[config.mk]
export PLATFORM = sky130hd
export DESIGN_NAME = cgpt_cell
export DESIGN_NICKNAME = d
export VERILOG_FILES = /design/src/rtl/cgpt_pkg.sv /design/src/rtl/cgpt_cell.sv
export SDC_FILE = /design/constraint.sdc
export NUM_CORES = 1
export LEC_CHECK = 0
export BUFFER_PORTS_ARGS = -buffer_cell sky130_fd_sc_hd__buf_2
export CORE_AREA = 3 3 197 199
export CTS_CLUSTER_SIZE = 28
export DETAILED_ROUTE_END_ITERATION = 7
export DIE_AREA = 0 0 200 202
export GPL_ROUTABILITY_DRIVEN = 0
export GPL_TIMING_DRIVEN = 0
export PLACE_DENSITY = 0.43
export SYNTH_ARGS = -nofsm -noshare
export SYNTH_HDL_FRONTEND = slang
export SYNTH_SLANG_ARGS = --single-unit
export TNS_END_PERCENT = 10
[constraint.sdc]
create_clock -name clk -period 3.1 [get_ports clk]
set_input_delay 0.155 -clock clk [delete_from_list [all_inputs] [get_ports clk]]
set_output_delay 0.155 -clock clk [all_outputs]
set_load 0.1 [all_outputs]
[src/rtl/cgpt_pkg.sv]
`timescale 1ns / 1ps
// ----------------------------------------------------------------------------
// cgpt_pkg
// Shared types and status codes for the call-graph profile table.
// ----------------------------------------------------------------------------
package cgpt_pkg;

    typedef enum logic [1:0] {
        ST_OK         = 2'd0,
        ST_TABLE_FULL = 2'd1,
        ST_STACK_FULL = 2'd2,
        ST_POP_EMPTY  = 2'd3
    } status_t;

    localparam logic ACT_PUSH = 1'b0;
    localparam logic ACT_POP  = 1'b1;

    typedef struct packed {
        logic [31:0] func;
        logic [31:0] pfunc;
        logic [31:0] name;
        logic [31:0] pname;
    } key_t;

    typedef struct packed {
        key_t        key;
        logic [31:0] called;
        logic [31:0] returned;
    } entry_t;

endpackage

[src/rtl/cgpt_cell.sv]
`timescale 1ns / 1ps
// ----------------------------------------------------------------------------
// cgpt_cell
// One table entry in the rotating ring; compares its key against the probe.
// ----------------------------------------------------------------------------
module cgpt_cell (
    input  logic            clk,
    input  logic            shift,
    input  cgpt_pkg::entry_t d,
    input  cgpt_pkg::key_t   probe,
    output cgpt_pkg::entry_t q,
    output logic            match
);
    import cgpt_pkg::*;

    entry_t entry_reg;

    always_ff @(posedge clk)
    begin
        if (shift)
        begin
            entry_reg <= d;
        end
    end

    assign q     = entry_reg;
    assign match = (entry_reg.key == probe);

endmodule

==> out/metrics.yaml, run 1 <==
global_routing:
  grt_usage_pct: 12.6
  grt_pass1_vias: 6510
  grt_start_max_net_pins: 98
  overflow: 0
  grt_first_pass_wirelength_um: 37600
  antenna_found_initial: 3
power_and_ir_drop:
  p_int_mw: 4.79
  seqPwrFrac_pct: 41.4
  total_power_mw: 7.76
  pwr-share-comb_pct: 30.4
  power_density_mw_per_mm2: 602
  clock_power_share_pct: 28.2
  leakagePower_nw: 5.27
  sw_frac_of_total_pct: 38.3
  max-vdd-ir-drop_v: 0.000380
  p_switching_mw: 2.97
synth:
  seq_area_frac_synth_pct: 80.5
  synth_area_leaders: "edfxtp_1 (81%), xnor2_1 (16%), nand4_1 (3.0%)"
  yosysWarnings: 0
  synth_area_leader_cell: "edfxtp_1"
  async_reset_ff_share_pct: 0
  synthesis.nets: 685
  synth_common_cells: "edfxtp_1 (192), xnor2_1 (128), nand4_1 (34)"
  synth.distinct_cells: 6
  ys.flop_type: "edfxtp_1"
  synth-seq-cells: 192
  synth_top_cell_area_share_pct: 80.5
  synth.most_common_cell: "edfxtp_1"
  syn_inst: 363
  synth_area_mm2: 0.00716
  postSynthAreaPerCell_um2: 19.7
  synth_edf_count: 192
final_layout:
  design_area_mm2: 0.0129
  largest_reg_flops: 192
  finalNetCount: 1411
  synthToLayoutAreaGrowth_pct: 80.1
  fill_cells: 3746
  n_antenna_cell: 0
  multi_input_area_mm2: 0.00140
  drive_gt1_share_pct: 49.6
  seq_area_mm2: 0.00577
die:
  ioPinCount: 515
  die_h_um: 202
  rows: 71
  die_area_mm2: 0.0404
  coreArea_mm2: 0.0374
  die_w_um: 200
  initial_core_util_pct: 19.1
routing:
  routed_wl_um: 26100
  vias: 5859
  drc: 0
  wl_per_cell_um: 16.2
  ant_nets: 0
  drt_iter0_markers: 149
  first_pass_iters: 4
  viasPerCell: 3.63
setup_path:
  cp-end-kind: "output pin"
  crit_fanout: 2
  cp.required_ns: 2.94
  arrival_ns: 2.55
  path_class: "reg -> out"
  startpoint_type: "flop"
clocking:
  post_cts_buffers: 0
  cts.sinks: 192
  path_clk_slew_ns: 0.08
  clock_path_buffers: 2
  cts_buffers: 17
  cts_tree: "built"
  root_buffer: "clkbuf_16"
  cts_max_level: 4
sta:
  hold_viol_final: 0
  finalCritPeriodShare_pct: 87.1
  fmax_mhz: 370
  final.setup.tns_ns: 0
  worst_slew_pin_slew_ns: 0.783
  drv_slew: 0
  rsz0062_at_grt: "no"
  timing.final.ws_setup_ns: 0.399
  setup_viol: 0
  max-slew-margin-rel_pct: 47.8
  period_minus_slack_ns: 2.70
status:
  outcome: "completed"
place:
  dp_hpwl_um: 20600
  dp_worst_setup_slack_ns: 0.556
  place_area_mm2: 0.0104
  port_buffers: 514
run:
  cap_violations: 0
hold_path:
  hp-class: "in -> reg"
  min_path_cells: 1
  worst_hold_startpoint: "shift"
  hold_end: "q[63]$_DFFE_PP_"
-- power groups by stage --
stage / clock, mW / sequential [mW] / combinational (mW)
finish: 2.19 / 3.21 / 2.36
CTS: 2.29 / 3.22 / 2.38
detailed placement: 0 / 3.27 / 2.17
global route: 2.38 / 3.24 / 2.45
floorplan: 0 / 4.71 / 0.190
global placement: 0 / 3.28 / 2.17
-- logic make-up after synthesis --
family / count (synthesis) / share of synthesized area [%]
xor+xnor: 128 / 15.7
flops: 192 / 80.5
simple gates: 43 / 3.81
-- timing repair --
| item | CTS | global route |
|---|---|---|
| setup endpoints to repair | 0 | 1 |
| hold endpoints to repair | 192 | 0 |
| gates resized for setup | 0 | 1 |
| hold buffers | 192 | 0 |
-- cell type report --
cell class,count,area share (%)
multi-input cells,171,10.9
flip-flops and latches,192,44.7
clock inverters,13,1.02
repair buffers,707,35.1
clock buffers,18,3.33
well taps,511,4.96
-- placed cells by master (no fill, tap or decap) --
cell type        n
edfxtp_1       192
clkbuf_16       17
clkinv_4         3
buf_16           1
buf_8            1
clkinv_2         1
clkbuf_1         1
nor2_1           1
bufinv_16        1
nor4_1           6
inv_8            3
buf_2          513
clkinv_1         1
dlygate4sd3_1  192
xnor2_1        128
inv_6            2
nand4_1         34
nor4_2           2
clkinvlp_4       2
-- metal layers --
metal | wire length [um] | global-route usage [%] | part of all wire, % | up-vias
li1 | - | - | - | 2834
met3 | 1970 | 3.87 | 7.5 | 28
met5 | 0 | 0 | 0 | -
met1 | 9960 | 13.4 | 38 | 2710
met4 | 475 | 4.64 | 1.8 | 0
met2 | 13700 | 23.3 | 53 | 287
-- metrics by stage --
stage                     instances  hold slack [ns]  util (%)
after floorplan                 363            0.254         -
after global placement         1388            0.332      27.7
after detailed placement       1389            0.333      27.8
after CTS                      1612            0.243      34.5
after global routing           1612            0.269      34.5
final                          1612            0.240      34.5
-- worst max-delay path by stage --
stage | start | endpoint | cells past startpoint
after floorplan | q[176]$_DFFE_PP_ | match | 5
after global placement | shift | q[126]$_DFFE_PP_ | 1
after detailed placement | q[87]$_DFFE_PP_ | match | 6
after CTS | q[183]$_DFFE_PP_ | match | 6
after global routing | q[108]$_DFFE_PP_ | match | 6
final | q[183]$_DFFE_PP_ | match | 6
-- worst max-delay path: stages (launching register included) --
cell	delay [ns]
edfxtp_1	0.45
xnor2_1	0.26
nand4_1	0.17
nor4_2	0.42
nand4_1	0.22
nor2_1	0.13
buf_2	0.45
Note: power is estimated with default switching activity, not from simulation.
==> run 2: changes to the inputs <==
ABC_AREA = 1   (was not set)
CORE_AREA = 2 2 202 204   (was 3 3 197 199)
DIE_AREA = 0 0 204 206   (was 0 0 200 202)
==> out/metrics.yaml, run 2 <==
sta:
  worst_slew_pin_slew_ns: 0.697
  period_minus_slack_ns: 2.67
  hold_viol_final: 0
  rsz0062_at_grt: "no"
  setup_viol: 0
  drv_slew: 0
  max-slew-margin-rel_pct: 53.5
  finalCritPeriodShare_pct: 86.3
  fmax_mhz: 374
synth:
  synth.most_common_cell: "nand2_1"
  async_reset_ff_share_pct: 0
  synthesis.nets: 1081
  synth.distinct_cells: 5
  synth_area_leaders: "edfxtp_1 (71%), nand2_1 (11%), nor2_1 (6.9%)"
  yosysWarnings: 0
  synth_area_leader_cell: "edfxtp_1"
  synth_top_cell_area_share_pct: 71.1
  synth_area_mm2: 0.00810
  seq_area_frac_synth_pct: 71.1
  postSynthAreaPerCell_um2: 10.7
  ys.flop_type: "edfxtp_1"
  syn_inst: 759
  synth-seq-cells: 192
  synth_edf_count: 192
  synth_common_cells: "nand2_1 (236), edfxtp_1 (192), nor2_1 (149)"
routing:
  routed_wl_um: 28100
  first_pass_iters: 6
  drt_iter0_markers: 328
  viasPerCell: 3.66
  drc: 0
  ant_nets: 0
  vias: 7429
  wl_per_cell_um: 13.8
power_and_ir_drop:
  max-vdd-ir-drop_v: 0.000406
  p_int_mw: 4.85
  seqPwrFrac_pct: 40.4
  power_density_mw_per_mm2: 572
  pwr-share-comb_pct: 30.3
  leakagePower_nw: 6.84
  sw_frac_of_total_pct: 39.0
  clock_power_share_pct: 29.3
  p_switching_mw: 3.10
final_layout:
  largest_reg_flops: 192
  finalNetCount: 1807
  final_common_cell: "buf_2"
  final_util_pct: 34.6
  most-common-layout-cells: "buf_2 (513), nand2_1 (236), dlygate4sd3_1 (192), edfxtp_1 (192), nor2_1 (149)"
  synthToLayoutAreaGrowth_pct: 71.6
  fill_cells: 4156
  drive_gt1_share_pct: 36.5
  design_area_mm2: 0.0139
global_routing:
  met2_usage_pct: 24.1
  antenna_found_initial: 6
  grt_start_max_net_pins: 116
  grt_usage_pct: 13.1
  gr-usage-met1_pct: 13.4
  overflow: 0
  grt_pass1_vias: 7567
  grt.busiest_layer: "met2"
  grtUsageMet3_pct: 5.09
  grt_first_pass_wirelength_um: 40700
setup_path:
  cp.required_ns: 2.94
  path_cells: "xor2_1 -> nor2_1 -> nand2_1 -> nor2_1 -> nand2_1 -> nor2_1 -> nand2_1 -> nor2_1 -> buf_2"
  startpoint_type: "flop"
  path_class: "reg -> out"
  crit_fanout: 2
  arrival_ns: 2.52
  cp-end-kind: "output pin"
  crit_top_cell: "nor2_1"
  cpPeakStageDelay_ns: 0.45
  cp_slowest_cell: "buf_2"
die:
  initial_core_util_pct: 20.2
  die_h_um: 206
  die_w_um: 204
  ioPinCount: 515
  coreArea_mm2: 0.0402
  die_area_mm2: 0.0420
  rows: 74
clocking:
  cts.sinks: 192
  post_cts_buffers: 0
  cts_max_level: 4
  root_buffer: "clkbuf_16"
  cts_tree: "built"
  clock_path_buffers: 2
  path_clk_slew_ns: 0.07
  cts_buffers: 17
hold_path:
  min_path_cells: 1
  hp-class: "in -> reg"
  worst_hold_startpoint: "shift"
  hold_end: "q[47]$_DFFE_PP_"
place:
  dp_hpwl_um: 21700
  place_area_mm2: 0.0114
  port_buffers: 514
status:
  outcome: "completed"
run:
  cap_violations: 0
run 2: how the worst max path moves through the flow:
| stage | from | endpoint | cells past startpoint |
|---|---|---|---|
| final | q[190]$_DFFE_PP_ | match | 9 |
| after global placement | shift | q[131]$_DFFE_PP_ | 1 |
| after global routing | q[190]$_DFFE_PP_ | match | 9 |
| after CTS | q[176]$_DFFE_PP_ | match | 9 |
| after detailed placement | q[176]$_DFFE_PP_ | match | 9 |
| after floorplan | q[135]$_DFFE_PP_ | match | 10 |
run 2: timing repair:
| action | in CTS | in global routing |
|---|---|---|
| endpoints found under the hold margin | 192 | 0 |
| hold buffers | 192 | 0 |
| resized for setup | 0 | 0 |
run 2: power groups by stage:
stage	Combinational, mW	Sequential (mW)	Clock, mW
after floorplan	0.228	4.72	0
after global routing	2.53	3.24	2.51
after global placement	2.22	3.28	0
after detailed placement	2.23	3.27	0
after CTS	2.43	3.22	2.43
final	2.41	3.21	2.33
run 2: layout make-up:
| type | instances | area, um^2 | share of cell area [%] |
|---|---|---|---|
| diodes | 1 | 2.50 | 0.0180 |
| clock buffers | 17 | 425 | 3.06 |
| clock inverters | 15 | 175 | 1.26 |
| inverters | 140 | 526 | 3.78 |
| multi-input cells | 427 | 1810 | 13.0 |
| flip-flops and latches | 192 | 5770 | 41.5 |
| well taps | 532 | 666 | 4.79 |
| repair buffers | 707 | 4530 | 32.6 |
run 2: per-layer routing:
| metal | routed length, um | vias up |
|---|---|---|
| met5 | 30 | - |
| met3 | 2410 | 36 |
| met2 | 14500 | 307 |
| li1 | - | 3806 |
| met1 | 10600 | 3276 |
| met4 | 588 | 4 |
run 2: metrics by stage:
step	std cells	worst slack, ns	hold slack [ns]	total power [mW]	setup TNS (ns)
finish	2031	0.425	0.153	7.96	0
global route	2031	0.137	0.169	8.28	0
CTS	2030	0.227	0.170	8.07	0
detailed placement	1806	0.761	0.333	5.50	0
global placement	1805	-0.947	0.331	5.50	-177.82
floorplan	759	0.116	0.254	4.94	0
run 2: logic make-up (layout without fill, tap and decap cells):
logic type / Yosys count / after routing / synth area share [%]
xor gates and xnor gates: 42 / 42 / 4.54
buffers and inverters: 140 / 879 / 6.48
DFF: 192 / 192 / 71.1
other: 0 / 1 / 0
and+or+nand+nor: 385 / 385 / 17.8
run 2: critical path, delay by kind of cell (launching register included):
family        cells  cell delay (ns)
simple gates      7             0.98
flops             1             0.44
buf+inv           1             0.45
xor+xnor          1             0.18
==> run 3: changes to the inputs <==
CORE_AREA = 2 2 198 200   (was 2 2 202 204)
DIE_AREA = 0 0 200 202   (was 0 0 204 206)
PLACE_DENSITY = 0.45   (was 0.43)
==> out/metrics.yaml, run 3 (synthesis gave the netlist of run 2 again) <==
sta:
  fmax_mhz: 395
  finalCritPeriodShare_pct: 81.8
  period_minus_slack_ns: 2.53
  rsz0062_at_grt: "no"
  drv_slew: 0
  max-slew-margin-rel_pct: 52.5
  worst_slew_pin_slew_ns: 0.712
  setup_viol: 0
  timing.final.ws_setup_ns: 0.566
  hold_viol_final: 0
clocking:
  cts_buffers: 17
  root_buffer: "clkbuf_16"
  clock_path_buffers: 2
  cts_max_level: 4
  cts_resized: 0
  path_clk_slew_ns: 0.07
  cts.sinks: 192
  cts_tree: "built"
routing:
  drt_iter0_markers: 254
  first_pass_iters: 4
  routed_wl_um: 27900
  viasPerCell: 3.66
  ant_nets: 0
  drc: 0
  vias: 7392
  wl_per_cell_um: 13.8
final_layout:
  largest_reg_flops: 192
  drive_gt1_share_pct: 36.3
  final_common_cell: "buf_2"
  finalNetCount: 1807
  synthToLayoutAreaGrowth_pct: 71.1
  design_area_mm2: 0.0139
  most-common-layout-cells: "buf_2 (513), nand2_1 (236), dlygate4sd3_1 (192), edfxtp_1 (192), nor2_1 (149)"
power_and_ir_drop:
  power_density_mw_per_mm2: 569
  max-vdd-ir-drop_v: 0.000370
  leakagePower_nw: 6.83
setup_path:
  critPathLaunch: "q[79]$_DFFE_PP_"
  arrival_ns: 2.38
  startpoint_type: "flop"
  path_class: "reg -> out"
  cp-endpoint: "match"
  cp-end-kind: "output pin"
  cp.required_ns: 2.94
  crit_fanout: 2
die:
  die_area_mm2: 0.0404
  die_w_um: 200
  coreArea_mm2: 0.0383
  die_h_um: 202
  rows: 72
  ioPinCount: 515
  initial_core_util_pct: 21.2
place:
  place_area_mm2: 0.0114
  dp_hpwl_um: 21900
  dp_worst_setup_slack_ns: 0.900
  port_buffers: 514
global_routing:
  grt_pass1_vias: 7637
  grt_start_max_net_pins: 110
  overflow: 0
  grt_usage_pct: 13.5
  grt_first_pass_wirelength_um: 40400
  antenna_found_initial: 1
hold_path:
  hp-class: "in -> reg"
run:
  cap_violations: 0
status:
  outcome: "completed"
-- run 3: cell types whose count changed in the layout (fill, tap and decap cells not counted) --
cell,before,now
clkbuf_1,0,1
clkinv_1,0,2
clkinv_2,2,1
clkinv_4,0,1
clkinv_8,1,0
clkinvlp_4,3,2
inv_6,5,4
-- run 3: how the worst min path moves through the flow --
| stage | from | to | slack, ns | cells past startpoint |
|---|---|---|---|---|
| detailed placement | d[13] | q[13]$_DFFE_PP_ | 0.33 | 1 |
| global placement | d[9] | q[9]$_DFFE_PP_ | 0.33 | 1 |
| global route | shift | q[47]$_DFFE_PP_ | 0.23 | 1 |
| CTS | shift | q[47]$_DFFE_PP_ | 0.22 | 1 |
| floorplan | d[0] | q[0]$_DFFE_PP_ | 0.25 | 0 |
| finish | shift | q[47]$_DFFE_PP_ | 0.20 | 1 |
-- run 3: timing repair --
action,in CTS,in global routing
hold buffers,192,0
setup buffers,0,0
endpoints found under the hold margin,192,0
-- run 3: cell type report --
type	count	area, um^2
Antenna cell	1	2.50
Clock buffer	18	429
Clock inverter	14	154
Fill cell	3914	24400
Inverter	140	526
Multi-Input combinational cell	427	1810
Sequential cell	192	5770
Tap cell	518	648
Timing Repair Buffer	707	4530
-- run 3: worst max-delay path: stages (launching register included) --
cell and delay [ns]:
edfxtp_1 0.46, xor2_1 0.17, nor2_1 0.19, nand2_1 0.11, nor2_1 0.26, nand2_1 0.08
nor2_1 0.09, nand2_1 0.06, nor2_1 0.07, buf_2 0.44
-- run 3: report_power, final --
group          internal (mW)  switching, mW
registers               3.09          0.115
clock network           1.21           1.07
logic                  0.547           1.87
-- run 3: stage by stage --
step                utilization, %  TNS, ns  hold slack (ns)  instances  total power, mW
floorplan                        -        0            0.254        759             4.94
global placement              29.6  -162.46            0.331       1791             5.49
detailed placement            29.7        0            0.333       1792             5.50
CTS                           36.2        0            0.217       2016             8.00
global route                  36.2        0            0.231       2017             8.22
finish                        36.2        0            0.204       2017             7.90
-- run 3: layer usage --
metal  up-vias  track usage, %  wire length (um)
met5         -               0                 0
li1       3806               -                 -
met1      3283            14.3             10700
met3        18            4.76              2270
met2       285            24.8             14600
met4         0            3.99               429
